## src/sv/bmtm_pkg.sv

```systemverilog
// bmtm_pkg: shared types, constants and state codes of the battery monitor filter
// depends on: nothing
`timescale 1ns / 1ps

package bmtm_pkg;

    localparam int WINDOW              = 10;
    localparam int BEEP_INTERVAL_TICKS = 10000;

    localparam int NCH       = 5;
    localparam int NGAIN     = 4;
    localparam int SAMPLE_W  = 12;
    localparam int SUM_W     = 18;
    localparam int POS_W     = 6;
    localparam int GAIN_W    = 24;
    localparam int MV_W      = 20;
    localparam int THR_W     = 16;
    localparam int TICK_W    = 32;
    localparam int POWER_W   = 32;
    localparam int ARITH_W   = 48;
    localparam int CNT_W     = 6;
    localparam int DIVS_W    = 24;
    localparam int NUM_W     = 41;
    localparam int DIFF_W    = 22;
    localparam int CFG_IDX_W = 3;
    localparam int CFG_W     = 24;

    localparam logic [SAMPLE_W-1:0] VREF_MV        = 12'd3300;
    localparam logic [SAMPLE_W-1:0] ADC_FULL_SCALE = 12'd4095;
    localparam logic [DIFF_W-1:0]   CHARGE_OFFSET  = 22'd225;
    localparam logic [DIFF_W-1:0]   CHARGE_MIN_D   = 22'd10;
    localparam logic [MV_W-1:0]     CHARGER_MIN_MV = 20'd5000;
    localparam logic [3:0]          MAX_BEEPS      = 4'd10;
    localparam logic [SAMPLE_W-1:0] POWER_DIVISOR  = 12'd10;

    localparam logic [CNT_W-1:0] CNT_AVG   = CNT_W'(SUM_W);
    localparam logic [CNT_W-1:0] CNT_SMALL = CNT_W'(SAMPLE_W);
    localparam logic [CNT_W-1:0] CNT_SUP   = CNT_W'(24);
    localparam logic [CNT_W-1:0] CNT_CHDIV = CNT_W'(36);
    localparam logic [CNT_W-1:0] CNT_GAIN  = CNT_W'(GAIN_W);
    localparam logic [CNT_W-1:0] CNT_PMUL  = CNT_W'(21);
    localparam logic [CNT_W-1:0] CNT_PDIV  = CNT_W'(NUM_W);

    localparam logic [CFG_IDX_W-1:0] CFG_VREF_CAL   = 3'd0;
    localparam logic [CFG_IDX_W-1:0] CFG_GAIN_BAT   = 3'd1;
    localparam logic [CFG_IDX_W-1:0] CFG_GAIN_CHG   = 3'd2;
    localparam logic [CFG_IDX_W-1:0] CFG_GAIN_HEAT  = 3'd3;
    localparam logic [CFG_IDX_W-1:0] CFG_GAIN_SENSE = 3'd4;
    localparam logic [CFG_IDX_W-1:0] CFG_FULL_THR   = 3'd5;
    localparam logic [CFG_IDX_W-1:0] CFG_LOW_THR    = 3'd6;
    localparam logic [CFG_IDX_W-1:0] CFG_LOW_HYST   = 3'd7;

    typedef struct packed {
        logic [SAMPLE_W-1:0] battery_sample;
        logic [SAMPLE_W-1:0] charger_detect_sample;
        logic [SAMPLE_W-1:0] heater_sample;
        logic [SAMPLE_W-1:0] charger_current_sample;
        logic [SAMPLE_W-1:0] reference_sample;
        logic                charger_enabled;
        logic [TICK_W-1:0]   tick_now;
    } in_t;

    typedef struct packed {
        logic [MV_W-1:0]    battery_mv;
        logic [MV_W-1:0]    charger_mv;
        logic [MV_W-1:0]    heater_mv;
        logic [MV_W-1:0]    charger_sense_mv;
        logic [THR_W-1:0]   supply_mv;
        logic               battery_full;
        logic               battery_low;
        logic               beep;
        logic [POWER_W-1:0] charge_power_mw;
    } out_t;

    typedef struct packed {
        logic               start;
        logic               is_div;
        logic [CNT_W-1:0]   count;
        logic [ARITH_W-1:0] a;
        logic [ARITH_W-1:0] b;
    } arith_req_t;

    typedef struct packed {
        logic               busy;
        logic               done;
        logic [ARITH_W-1:0] result;
    } arith_resp_t;

    typedef enum logic [3:0] {
        ST_IDLE,
        ST_AVG,
        ST_REF,
        ST_MUL_F,
        ST_MUL_DEN,
        ST_SUPPLY,
        ST_CH_MUL,
        ST_CH_DIV,
        ST_CH_GAIN,
        ST_FLAGS,
        ST_PWR_MUL,
        ST_PWR_DIV,
        ST_OUT
    } state_t;

endpackage

```

## src/sv/bmtm_arith.sv

```systemverilog
// bmtm_arith: bit-serial shift-add multiplier and restoring divider, one bit per cycle
// depends on: bmtm_pkg
`timescale 1ns / 1ps

module bmtm_arith (
    input  logic                   aclk,
    input  logic                   aresetn,
    input  bmtm_pkg::arith_req_t   req,
    output bmtm_pkg::arith_resp_t  resp
);

    logic                             busy_reg, busy_next;
    logic                             done_reg, done_next;
    logic                             is_div_reg, is_div_next;
    logic [bmtm_pkg::CNT_W-1:0]       cnt_reg, cnt_next;
    logic [bmtm_pkg::ARITH_W-1:0]     acc_reg, acc_next;
    logic [bmtm_pkg::ARITH_W-1:0]     opa_reg, opa_next;
    logic [bmtm_pkg::ARITH_W-1:0]     opb_reg, opb_next;
    logic [bmtm_pkg::DIVS_W-1:0]      rem_reg, rem_next;
    logic [bmtm_pkg::DIVS_W-1:0]      dvs_reg, dvs_next;

    logic [bmtm_pkg::ARITH_W-1:0]     mul_sum;
    logic [bmtm_pkg::DIVS_W:0]        trial;
    logic [bmtm_pkg::DIVS_W:0]        diff;
    logic                             ge;
    logic [bmtm_pkg::CNT_W-1:0]       align;

    assign mul_sum = acc_reg + (opb_reg[0] ? opa_reg : '0);
    assign trial   = {rem_reg, acc_reg[bmtm_pkg::ARITH_W-1]};
    assign ge      = trial >= {1'b0, dvs_reg};
    assign diff    = trial - {1'b0, dvs_reg};
    assign align   = bmtm_pkg::CNT_W'(bmtm_pkg::ARITH_W) - req.count;

    always_comb begin
        busy_next   = busy_reg;
        done_next   = 1'b0;
        is_div_next = is_div_reg;
        cnt_next    = cnt_reg;
        acc_next    = acc_reg;
        opa_next    = opa_reg;
        opb_next    = opb_reg;
        rem_next    = rem_reg;
        dvs_next    = dvs_reg;
        if (req.start) begin
            busy_next   = 1'b1;
            is_div_next = req.is_div;
            cnt_next    = req.count;
            rem_next    = '0;
            dvs_next    = req.b[bmtm_pkg::DIVS_W-1:0];
            opa_next    = req.a;
            opb_next    = req.b;
            acc_next    = req.is_div ? (req.a << align) : '0;
        end else if (busy_reg) begin
            cnt_next = cnt_reg - 1'b1;
            if (cnt_reg == bmtm_pkg::CNT_W'(1)) begin
                busy_next = 1'b0;
                done_next = 1'b1;
            end
            if (is_div_reg) begin
                rem_next = ge ? diff[bmtm_pkg::DIVS_W-1:0] : trial[bmtm_pkg::DIVS_W-1:0];
                acc_next = {acc_reg[bmtm_pkg::ARITH_W-2:0], ge};
            end else begin
                acc_next = mul_sum;
                opa_next = {opa_reg[bmtm_pkg::ARITH_W-2:0], 1'b0};
                opb_next = {1'b0, opb_reg[bmtm_pkg::ARITH_W-1:1]};
            end
        end
    end

    always_ff @(posedge aclk) begin
        if (!aresetn) begin
            busy_reg <= 1'b0;
            done_reg <= 1'b0;
            cnt_reg  <= '0;
        end else begin
            busy_reg <= busy_next;
            done_reg <= done_next;
            cnt_reg  <= cnt_next;
        end
        is_div_reg <= is_div_next;
        acc_reg    <= acc_next;
        opa_reg    <= opa_next;
        opb_reg    <= opb_next;
        rem_reg    <= rem_next;
        dvs_reg    <= dvs_next;
    end

    assign resp.busy   = busy_reg;
    assign resp.done   = done_reg;
    assign resp.result = acc_reg;

endmodule

```

## src/sv/battery_monitor_trimmed_mean.sv

```systemverilog
// battery_monitor_trimmed_mean: block trimmed-mean filter, supply correction, alarm, power
// depends on: bmtm_pkg, bmtm_arith
//
//  channel   ports                          request moves
//  input     s_valid, s_ready, s_data       one set of five samples, flag and tick
//  result    m_valid, m_ready, m_data       one result per block of WINDOW sets
//  config    cfg_wr_en, cfg_index, cfg_data one register write, no wait
//
// a non-final set of a block is accumulated while idle, with no unit operation
// the final set starts a sequence on one bit-serial multiply/divide unit, one bit per
// cycle: five averaging divides, two multiplies and a divide for the supply, then a
// multiply, divide and gain multiply per channel for four channels, then the flags and,
// when the charge power applies, a power multiply and divide
// s_ready is low during that sequence; the result waits in an output register
// synchronous active-low reset, no clearing pass
`timescale 1ns / 1ps

module battery_monitor_trimmed_mean (
    input  logic                                aclk,
    input  logic                                aresetn,
    input  logic                                s_valid,
    output logic                                s_ready,
    input  bmtm_pkg::in_t                       s_data,
    output logic                                m_valid,
    input  logic                                m_ready,
    output bmtm_pkg::out_t                      m_data,
    input  logic                                cfg_wr_en,
    input  logic [bmtm_pkg::CFG_IDX_W-1:0]      cfg_index,
    input  logic [bmtm_pkg::CFG_W-1:0]          cfg_data
);

    bmtm_pkg::state_t state_reg, state_next;

    logic [bmtm_pkg::SAMPLE_W-1:0] vref_cal_reg;
    logic [bmtm_pkg::GAIN_W-1:0]   gain_reg [bmtm_pkg::NGAIN];
    logic [bmtm_pkg::THR_W-1:0]    full_thr_reg, low_thr_reg, low_hyst_reg;

    logic [bmtm_pkg::SUM_W-1:0]    sum_reg [bmtm_pkg::NCH];
    logic [bmtm_pkg::SAMPLE_W-1:0] min_reg [bmtm_pkg::NCH];
    logic [bmtm_pkg::SAMPLE_W-1:0] max_reg [bmtm_pkg::NCH];
    logic [bmtm_pkg::SAMPLE_W-1:0] avg_reg [bmtm_pkg::NCH];
    logic [bmtm_pkg::MV_W-1:0]     mv_reg  [bmtm_pkg::NGAIN];
    logic [bmtm_pkg::POS_W-1:0]    pos_reg;
    logic [bmtm_pkg::SAMPLE_W-1:0] ref_avg_reg;
    logic                          low_latched_reg;
    logic [3:0]                    beep_count_reg;
    logic                          alarm_active_reg;
    logic [bmtm_pkg::TICK_W-1:0]   last_beep_tick_reg;

    logic [2:0]                    ch_reg;
    logic                          go_reg;
    logic [bmtm_pkg::DIVS_W-1:0]   f_reg, den_reg, smv_reg;
    logic [bmtm_pkg::NUM_W-1:0]    num_reg;
    logic [bmtm_pkg::THR_W-1:0]    supply_reg;
    logic [bmtm_pkg::TICK_W-1:0]   tick_reg;
    logic                          chg_en_reg;
    logic                          beep_reg, full_reg;
    logic [bmtm_pkg::MV_W:0]       d_reg;
    logic [bmtm_pkg::POWER_W-1:0]  power_reg;
    logic                          m_valid_reg;
    bmtm_pkg::out_t                out_reg;

    bmtm_pkg::arith_req_t          areq;
    bmtm_pkg::arith_resp_t         aresp;

    logic [bmtm_pkg::SAMPLE_W-1:0] samp [bmtm_pkg::NCH];
    logic                          in_accept;
    logic                          last_set;
    logic [bmtm_pkg::SAMPLE_W:0]   cut;
    logic [bmtm_pkg::SUM_W-1:0]    trimmed;
    logic                          ref_ok;
    logic [bmtm_pkg::MV_W-1:0]     bat, chg, sense;
    logic [bmtm_pkg::THR_W:0]      low_clear;
    logic [bmtm_pkg::TICK_W-1:0]   tick_gap;
    logic [bmtm_pkg::DIFF_W-1:0]   dval;
    logic                          pwr_go;
    logic [31:0]                   scaled;

    bmtm_arith u_arith (
        .aclk    (aclk),
        .aresetn (aresetn),
        .req     (areq),
        .resp    (aresp)
    );

    assign samp[0] = s_data.battery_sample;
    assign samp[1] = s_data.charger_detect_sample;
    assign samp[2] = s_data.heater_sample;
    assign samp[3] = s_data.charger_current_sample;
    assign samp[4] = s_data.reference_sample;

    assign in_accept = s_valid && s_ready;
    assign last_set  = pos_reg == bmtm_pkg::POS_W'(bmtm_pkg::WINDOW - 1);
    assign ref_ok    = ref_avg_reg != '0;

    assign cut     = {1'b0, min_reg[ch_reg]} + {1'b0, max_reg[ch_reg]};
    assign trimmed = (sum_reg[ch_reg] >= bmtm_pkg::SUM_W'(cut))
                   ? sum_reg[ch_reg] - bmtm_pkg::SUM_W'(cut) : '0;

    assign bat       = mv_reg[0];
    assign chg       = mv_reg[1];
    assign sense     = mv_reg[3];
    assign low_clear = {1'b0, low_thr_reg} + {1'b0, low_hyst_reg};
    assign tick_gap  = tick_reg - last_beep_tick_reg;
    assign dval      = {2'b0, sense} - {2'b0, bat} - bmtm_pkg::CHARGE_OFFSET;
    assign pwr_go    = chg_en_reg && (chg > bmtm_pkg::CHARGER_MIN_MV)
                    && !dval[bmtm_pkg::DIFF_W-1] && (dval > bmtm_pkg::CHARGE_MIN_D);
    assign scaled    = aresp.result[47:16];

    // next state
    always_comb begin
        state_next = state_reg;
        case (state_reg)
            bmtm_pkg::ST_IDLE:
                if (in_accept && last_set) state_next = bmtm_pkg::ST_AVG;
            bmtm_pkg::ST_AVG:
                if (aresp.done && ch_reg == 3'd4) state_next = bmtm_pkg::ST_REF;
            bmtm_pkg::ST_REF:
                state_next = bmtm_pkg::ST_MUL_F;
            bmtm_pkg::ST_MUL_F:
                if (aresp.done) state_next = bmtm_pkg::ST_MUL_DEN;
            bmtm_pkg::ST_MUL_DEN:
                if (aresp.done) state_next = bmtm_pkg::ST_SUPPLY;
            bmtm_pkg::ST_SUPPLY:
                if (aresp.done) state_next = bmtm_pkg::ST_CH_MUL;
            bmtm_pkg::ST_CH_MUL:
                if (aresp.done) state_next = bmtm_pkg::ST_CH_DIV;
            bmtm_pkg::ST_CH_DIV:
                if (aresp.done) state_next = bmtm_pkg::ST_CH_GAIN;
            bmtm_pkg::ST_CH_GAIN:
                if (aresp.done) begin
                    state_next = (ch_reg == 3'd3) ? bmtm_pkg::ST_FLAGS : bmtm_pkg::ST_CH_MUL;
                end
            bmtm_pkg::ST_FLAGS:
                state_next = pwr_go ? bmtm_pkg::ST_PWR_MUL : bmtm_pkg::ST_OUT;
            bmtm_pkg::ST_PWR_MUL:
                if (aresp.done) state_next = bmtm_pkg::ST_PWR_DIV;
            bmtm_pkg::ST_PWR_DIV:
                if (aresp.done) state_next = bmtm_pkg::ST_OUT;
            bmtm_pkg::ST_OUT:
                if (!m_valid_reg || m_ready) state_next = bmtm_pkg::ST_IDLE;
            default:
                state_next = bmtm_pkg::ST_IDLE;
        endcase
    end

    // unit requests and handshake
    always_comb begin
        s_ready     = state_reg == bmtm_pkg::ST_IDLE;
        areq.start  = 1'b0;
        areq.is_div = 1'b0;
        areq.count  = bmtm_pkg::CNT_SMALL;
        areq.a      = '0;
        areq.b      = '0;
        case (state_reg)
            bmtm_pkg::ST_AVG: begin
                areq.start  = go_reg;
                areq.is_div = 1'b1;
                areq.count  = bmtm_pkg::CNT_AVG;
                areq.a      = bmtm_pkg::ARITH_W'(trimmed);
                areq.b      = bmtm_pkg::ARITH_W'(bmtm_pkg::WINDOW - 2);
            end
            bmtm_pkg::ST_MUL_F: begin
                areq.start = go_reg;
                areq.a     = ref_ok ? bmtm_pkg::ARITH_W'(vref_cal_reg) : bmtm_pkg::ARITH_W'(1);
                areq.b     = bmtm_pkg::ARITH_W'(bmtm_pkg::VREF_MV);
            end
            bmtm_pkg::ST_MUL_DEN: begin
                areq.start = go_reg;
                areq.a     = bmtm_pkg::ARITH_W'(bmtm_pkg::ADC_FULL_SCALE);
                areq.b     = ref_ok ? bmtm_pkg::ARITH_W'(ref_avg_reg) : bmtm_pkg::ARITH_W'(1);
            end
            bmtm_pkg::ST_SUPPLY: begin
                areq.start  = go_reg;
                areq.is_div = 1'b1;
                areq.count  = bmtm_pkg::CNT_SUP;
                areq.a      = bmtm_pkg::ARITH_W'(f_reg);
                areq.b      = ref_ok ? bmtm_pkg::ARITH_W'(ref_avg_reg) : bmtm_pkg::ARITH_W'(1);
            end
            bmtm_pkg::ST_CH_MUL: begin
                areq.start = go_reg;
                areq.a     = bmtm_pkg::ARITH_W'(f_reg);
                areq.b     = bmtm_pkg::ARITH_W'(avg_reg[ch_reg]);
            end
            bmtm_pkg::ST_CH_DIV: begin
                areq.start  = go_reg;
                areq.is_div = 1'b1;
                areq.count  = bmtm_pkg::CNT_CHDIV;
                areq.a      = bmtm_pkg::ARITH_W'(num_reg);
                areq.b      = bmtm_pkg::ARITH_W'(den_reg);
            end
            bmtm_pkg::ST_CH_GAIN: begin
                areq.start = go_reg;
                areq.count = bmtm_pkg::CNT_GAIN;
                areq.a     = bmtm_pkg::ARITH_W'(smv_reg);
                areq.b     = bmtm_pkg::ARITH_W'(gain_reg[ch_reg[1:0]]);
            end
            bmtm_pkg::ST_PWR_MUL: begin
                areq.start = go_reg;
                areq.count = bmtm_pkg::CNT_PMUL;
                areq.a     = bmtm_pkg::ARITH_W'(chg);
                areq.b     = bmtm_pkg::ARITH_W'(d_reg);
            end
            bmtm_pkg::ST_PWR_DIV: begin
                areq.start  = go_reg;
                areq.is_div = 1'b1;
                areq.count  = bmtm_pkg::CNT_PDIV;
                areq.a      = bmtm_pkg::ARITH_W'(num_reg);
                areq.b      = bmtm_pkg::ARITH_W'(bmtm_pkg::POWER_DIVISOR);
            end
            default: begin
                areq.start = 1'b0;
            end
        endcase
    end

    always_ff @(posedge aclk) begin
        if (!aresetn) begin
            state_reg          <= bmtm_pkg::ST_IDLE;
            vref_cal_reg       <= 12'd1520;
            for (int i = 0; i < bmtm_pkg::NGAIN; i++) gain_reg[i] <= 24'd661295;
            full_thr_reg       <= 16'd25200;
            low_thr_reg        <= 16'd21000;
            low_hyst_reg       <= 16'd500;
            for (int i = 0; i < bmtm_pkg::NCH; i++) sum_reg[i] <= '0;
            pos_reg            <= '0;
            ref_avg_reg        <= '0;
            low_latched_reg    <= 1'b0;
            beep_count_reg     <= '0;
            alarm_active_reg   <= 1'b0;
            last_beep_tick_reg <= '0;
            ch_reg             <= '0;
            go_reg             <= 1'b0;
            m_valid_reg        <= 1'b0;
        end else begin
            state_reg <= state_next;

            if (cfg_wr_en) begin
                case (cfg_index)
                    bmtm_pkg::CFG_VREF_CAL:   vref_cal_reg <= cfg_data[11:0];
                    bmtm_pkg::CFG_GAIN_BAT:   gain_reg[0]  <= cfg_data;
                    bmtm_pkg::CFG_GAIN_CHG:   gain_reg[1]  <= cfg_data;
                    bmtm_pkg::CFG_GAIN_HEAT:  gain_reg[2]  <= cfg_data;
                    bmtm_pkg::CFG_GAIN_SENSE: gain_reg[3]  <= cfg_data;
                    bmtm_pkg::CFG_FULL_THR:   full_thr_reg <= cfg_data[15:0];
                    bmtm_pkg::CFG_LOW_THR:    low_thr_reg  <= cfg_data[15:0];
                    bmtm_pkg::CFG_LOW_HYST:   low_hyst_reg <= cfg_data[15:0];
                    default:                  vref_cal_reg <= vref_cal_reg;
                endcase
            end

            if (areq.start) go_reg <= 1'b0;
            else if (aresp.done) go_reg <= 1'b1;

            if (state_reg == bmtm_pkg::ST_OUT && (!m_valid_reg || m_ready)) begin
                m_valid_reg <= 1'b1;
            end else if (m_valid_reg && m_ready) begin
                m_valid_reg <= 1'b0;
            end

            case (state_reg)
                bmtm_pkg::ST_IDLE: begin
                    if (in_accept) begin
                        for (int i = 0; i < bmtm_pkg::NCH; i++) begin
                            if (pos_reg == '0) begin
                                sum_reg[i] <= bmtm_pkg::SUM_W'(samp[i]);
                            end else begin
                                sum_reg[i] <= sum_reg[i] + bmtm_pkg::SUM_W'(samp[i]);
                            end
                        end
                        pos_reg    <= last_set ? '0 : pos_reg + 1'b1;
                        ch_reg     <= '0;
                        go_reg     <= 1'b1;
                        tick_reg   <= s_data.tick_now;
                        chg_en_reg <= s_data.charger_enabled;
                    end
                end
                bmtm_pkg::ST_AVG: begin
                    if (aresp.done) begin
                        avg_reg[ch_reg] <= aresp.result[11:0];
                        ch_reg          <= (ch_reg == 3'd4) ? 3'd0 : ch_reg + 1'b1;
                    end
                end
                bmtm_pkg::ST_REF: begin
                    if (avg_reg[4] != '0) ref_avg_reg <= avg_reg[4];
                end
                bmtm_pkg::ST_MUL_F: begin
                    if (aresp.done) f_reg <= aresp.result[23:0];
                end
                bmtm_pkg::ST_MUL_DEN: begin
                    if (aresp.done) den_reg <= aresp.result[23:0];
                end
                bmtm_pkg::ST_SUPPLY: begin
                    if (aresp.done) begin
                        if (!ref_ok) supply_reg <= 16'd3300;
                        else if (aresp.result[47:16] != '0) supply_reg <= '1;
                        else supply_reg <= aresp.result[15:0];
                    end
                end
                bmtm_pkg::ST_CH_MUL: begin
                    if (aresp.done) num_reg <= aresp.result[bmtm_pkg::NUM_W-1:0];
                end
                bmtm_pkg::ST_CH_DIV: begin
                    if (aresp.done) smv_reg <= aresp.result[23:0];
                end
                bmtm_pkg::ST_CH_GAIN: begin
                    if (aresp.done) begin
                        mv_reg[ch_reg[1:0]] <= (scaled[31:20] != '0) ? '1 : scaled[19:0];
                        ch_reg              <= ch_reg + 1'b1;
                    end
                end
                bmtm_pkg::ST_FLAGS: begin
                    full_reg  <= bat >= bmtm_pkg::MV_W'(full_thr_reg);
                    beep_reg  <= 1'b0;
                    power_reg <= '0;
                    d_reg     <= dval[bmtm_pkg::MV_W:0];
                    if (bat <= bmtm_pkg::MV_W'(low_thr_reg)) begin
                        low_latched_reg <= 1'b1;
                        if (beep_count_reg < bmtm_pkg::MAX_BEEPS
                            && tick_gap >= bmtm_pkg::TICK_W'(bmtm_pkg::BEEP_INTERVAL_TICKS)) begin
                            beep_reg           <= 1'b1;
                            last_beep_tick_reg <= tick_reg;
                            beep_count_reg     <= beep_count_reg + 1'b1;
                            alarm_active_reg   <= 1'b1;
                        end
                    end else if (bat >= bmtm_pkg::MV_W'(low_clear)) begin
                        low_latched_reg <= 1'b0;
                        if (alarm_active_reg) begin
                            beep_count_reg   <= '0;
                            alarm_active_reg <= 1'b0;
                        end
                    end
                end
                bmtm_pkg::ST_PWR_MUL: begin
                    if (aresp.done) num_reg <= aresp.result[bmtm_pkg::NUM_W-1:0];
                end
                bmtm_pkg::ST_PWR_DIV: begin
                    if (aresp.done) begin
                        power_reg <= (aresp.result[47:32] != '0) ? '1 : aresp.result[31:0];
                    end
                end
                bmtm_pkg::ST_OUT: begin
                    if (!m_valid_reg || m_ready) begin
                        out_reg.battery_mv       <= mv_reg[0];
                        out_reg.charger_mv       <= mv_reg[1];
                        out_reg.heater_mv        <= mv_reg[2];
                        out_reg.charger_sense_mv <= mv_reg[3];
                        out_reg.supply_mv        <= supply_reg;
                        out_reg.battery_full     <= full_reg;
                        out_reg.battery_low      <= low_latched_reg;
                        out_reg.beep             <= beep_reg;
                        out_reg.charge_power_mw  <= power_reg;
                    end
                end
                default: begin
                    go_reg <= go_reg;
                end
            endcase
        end
    end

    // min and max need no reset; the first set of each block overwrites them
    always_ff @(posedge aclk) begin
        if (state_reg == bmtm_pkg::ST_IDLE && in_accept) begin
            for (int i = 0; i < bmtm_pkg::NCH; i++) begin
                if (pos_reg == '0 || samp[i] < min_reg[i]) min_reg[i] <= samp[i];
                if (pos_reg == '0 || samp[i] > max_reg[i]) max_reg[i] <= samp[i];
            end
        end
    end

    assign m_valid = m_valid_reg;
    assign m_data  = out_reg;

`ifndef SYNTHESIS
    a_final_starts: assert property (@(posedge aclk) disable iff (!aresetn)
        (in_accept && last_set) |=> (state_reg == bmtm_pkg::ST_AVG && go_reg))
        else $error("final set did not start the sequence");

    a_idle_unit: assert property (@(posedge aclk) disable iff (!aresetn)
        (state_reg == bmtm_pkg::ST_IDLE) |-> !aresp.busy)
        else $error("arith unit busy while idle");

    a_beep_limit: assert property (@(posedge aclk) disable iff (!aresetn)
        beep_count_reg <= bmtm_pkg::MAX_BEEPS)
        else $error("beep count above limit");
`endif

endmodule
```

## config.mk

```make
export PLATFORM = sky130hd
export DESIGN_NAME = battery_monitor_trimmed_mean
export DESIGN_NICKNAME = d
export VERILOG_FILES = /design/src/sv/bmtm_pkg.sv /design/src/sv/bmtm_arith.sv /design/src/sv/battery_monitor_trimmed_mean.sv
export SDC_FILE = /design/constraint.sdc
export NUM_CORES = 2
export LEC_CHECK = 0
export BUFFER_PORTS_ARGS = -buffer_cell sky130_fd_sc_hd__buf_2
export CORE_ASPECT_RATIO = 0.5
export CORE_UTILIZATION = 27
export CTS_CLUSTER_SIZE = 8
export DETAILED_ROUTE_END_ITERATION = 16
export PLACE_DENSITY = 0.47
export SLEW_MARGIN = 20
export SYNTH_ARGS = -nofsm -noshare
export SYNTH_HDL_FRONTEND = slang
export SYNTH_HIERARCHICAL = 1
export SYNTH_SLANG_ARGS = --single-unit
```

## constraint.sdc

```tcl
create_clock -name aclk -period 16.6 [get_ports aclk]
set_clock_uncertainty 0.1 [all_clocks]
set_input_delay 1.66 -clock aclk [delete_from_list [all_inputs] [get_ports aclk]]
set_output_delay 1.66 -clock aclk [all_outputs]
set_load 0.01 [all_outputs]
```

==> results.yml <==
run_status:
  status: "finished clean"
clock_network:
  post_cts_resized: 0
  cts_tree: "built"
  postCtsSetupBuffers: 0
  root_buffer: "clkbuf_16"
  max-clock-path-buffers: 3
  htreeDepth: 4
  insertion_delay_ns: 0.81
  cts_made_buffers: 159
  hold_buffers: 0
  numClockSinks: 1123
  cts.clk_slew.worst_paths_ns: 0.05
timing:
  hold_slack_ns: 0.313
  timing.final.crit_share_pct: 57.9
  worst_slew_pin_slew_ns: 1.09
  max_clock_freq_mhz: 104
  rsz0062_at_grt: "no"
  hold_violations: 0
  setup_violations: 0
  tns_ns: 0
  slew_violations: 0
  fin_crit_ns: 9.62
  slew_headroom_pct: 25.3
power:
  swShare_pct: 25.7
  power.leakage_nw: 27.3
  p_int_mw: 5.17
  p_seq_share_pct: 45.4
  power.share.clock_pct: 44.9
  powerDensity_nw_per_um2: 94.9
  p_switching_mw: 1.79
  vdd_drop_max_mv: 0.104
  combPwrFrac_pct: 9.6
worst_hold_path:
  min_from: "mv_reg[2][3]$_DFFE_PP_"
  whs_path_depth: 0
  whs_endpoint: "m_data[74]$_DFFE_PP_"
  worstHoldPathType: "register to register"
job:
  maxCapViolations: 0
worst_setup_path:
  r2r_setup_slack_ns: 6.98
  slowest_stage: "nor4_1"
  r2r-end: "u_arith/acc_reg[47]$_DFFE_PP_"
  cp-end-kind: "register"
  start_kind: "register"
  worst-path-max-fanout: 42
  ff2ff_path_depth: 31
  cpPeakStageDelay_ns: 0.78
  crit_path_frequent_cell: "a21oi_1"
  required_ns: 17.01
  critPathKind: "register to register"
  cp.arrival_ns: 10.03
floorplanning:
  top_level_ports: 258
  die_area_sq_um: 236000
  die_h_microns: 344
  start_util_pct: 27.2
  dieWidth_microns: 687
  core-area_sq_um: 233000
  rows: 125
final_layout:
  area.growth.synth_to_final_pct: 15.9
  fillerInstances: 23700
  final_area_sq_um: 73300
  drive_gt1_share_pct: 14.7
  nNetsFinal: 6497
  largest_reg_flops: 131
  finalNonFillerCells: 9183
route:
  wl_microns: 209000
  wl_per_cell_microns: 22.8
  dr.pass1.iters: 6
  drc_errors: 0
  drtIter0Drc: 3821
  ant_nets: 0
  vias: 45600
  vias_per_cell: 4.96
grt:
  globalRouteMet3Util_pct: 2.42
  grt_remaining_overflow: 0
  grtUsageTotal_pct: 17.2
  use_met1_pct: 23.2
  grtUsageMet2_pct: 29.3
  grt_antenna_before_repair: 34
  grt_max_degree: 132
  globalRoute.busiestLayer: "met2"
  grt_pass1_wl_microns: 304000
  grt_pass1_vias: 44400
logic_synthesis:
  synthCells: 5652
  syn_avg_cell_area_sq_um: 11.2
  synth_warnings: 6
  syn_area_sq_um: 63300
placement:
  dp_hpwl_microns: 150000
  port_buffers: 257
  gp_congestion: 0.854
  place_inst: 8908
  dpl_cell_area_sq_um: 68600
==> how the worst max path moves through the flow <==
stage,startpoint,to,slack (ns),depth (start not counted)
2_1_floorplan,aresetn,m_data[0]$_DFFE_PP_,6.36,4
3_3_place_gp,register,u_arith/acc_reg[47]$_DFFE_PP_,6.99,31
3_5_place_dp,register,u_arith/acc_reg[47]$_DFFE_PP_,6.99,31
4_1_cts,register,u_arith/acc_reg[47]$_DFFE_PP_,6.95,31
5_1_grt,register,u_arith/acc_reg[47]$_DFFE_PP_,6.37,31
6_report,register,u_arith/acc_reg[47]$_DFFE_PP_,6.98,31
==> power groups by stage <==
| stage | Sequential [mW] | Clock [mW] | Combinational, mW |
|---|---|---|---|
| finish | 3.16 | 3.13 | 0.669 |
| global route | 3.17 | 3.32 | 0.732 |
| CTS | 3.16 | 3.21 | 0.666 |
| detailed placement | 3.22 | 0 | 0.662 |
| global placement | 3.22 | 0 | 0.660 |
| floorplan | 3.20 | 0 | 0.413 |
==> layer usage <==
metal,up-vias,wire [microns]
met5,-,59
li1,21500,-
met2,1132,101000
met3,284,9680
met1,22600,94100
met4,10,4910
==> through the flow <==
stage	setup WS (ns)	total power, mW	utilization (%)
floorplan	6.36	3.62	-
global placement	6.99	3.88	29.5
detailed placement	6.99	3.88	29.5
CTS	6.95	7.04	31.5
global route	6.37	7.22	31.5
finish	6.98	6.96	31.5
==> cell usage in the layout, fill, tap and decap left out, types with 68 or more instances in the layout <==
cell and count:
a21o_1 131, a21oi_1 346, and2_1 128, buf_2 256
buf_4 92, clkbuf_1 88, clkbuf_16 159, dfxtp_1 157
edfxtp_1 963, ha_1 400, inv_1 353, mux2_2 132
mux2i_1 135, mux4_2 102, nand2_1 556, nand2b_1 68
nand3_1 96, nor2_1 305, nor2b_1 89, o21ai_0 258
xnor2_1 136
==> layout make-up <==
type                       count  area [sq um]  area share, %
sequential                  1123         32100           43.8
multi-input combinational   3966         29200           39.8
clock buffer                 247          4310           5.88
tap                         3111          3890           5.31
timing repair buffer         352          2050           2.80
inverter                     357          1340           1.83
clock inverter                17           394          0.537
antenna                       10          25.0         0.0341
==> critical path, delay by kind of cell, from the launching register on <==
family / cells / cell delay (ns)
AOI/OAI and AO/OA: 19 / 4.64
xor gates and xnor gates: 1 / 0.16
adders and majority gates: 2 / 0.61
buffers and inverters: 1 / 0.70
DFF: 1 / 0.48
muxes: 3 / 1.18
and+or+nand+nor: 5 / 1.44
No activity file was read; power rests on OpenSTA's default activity.
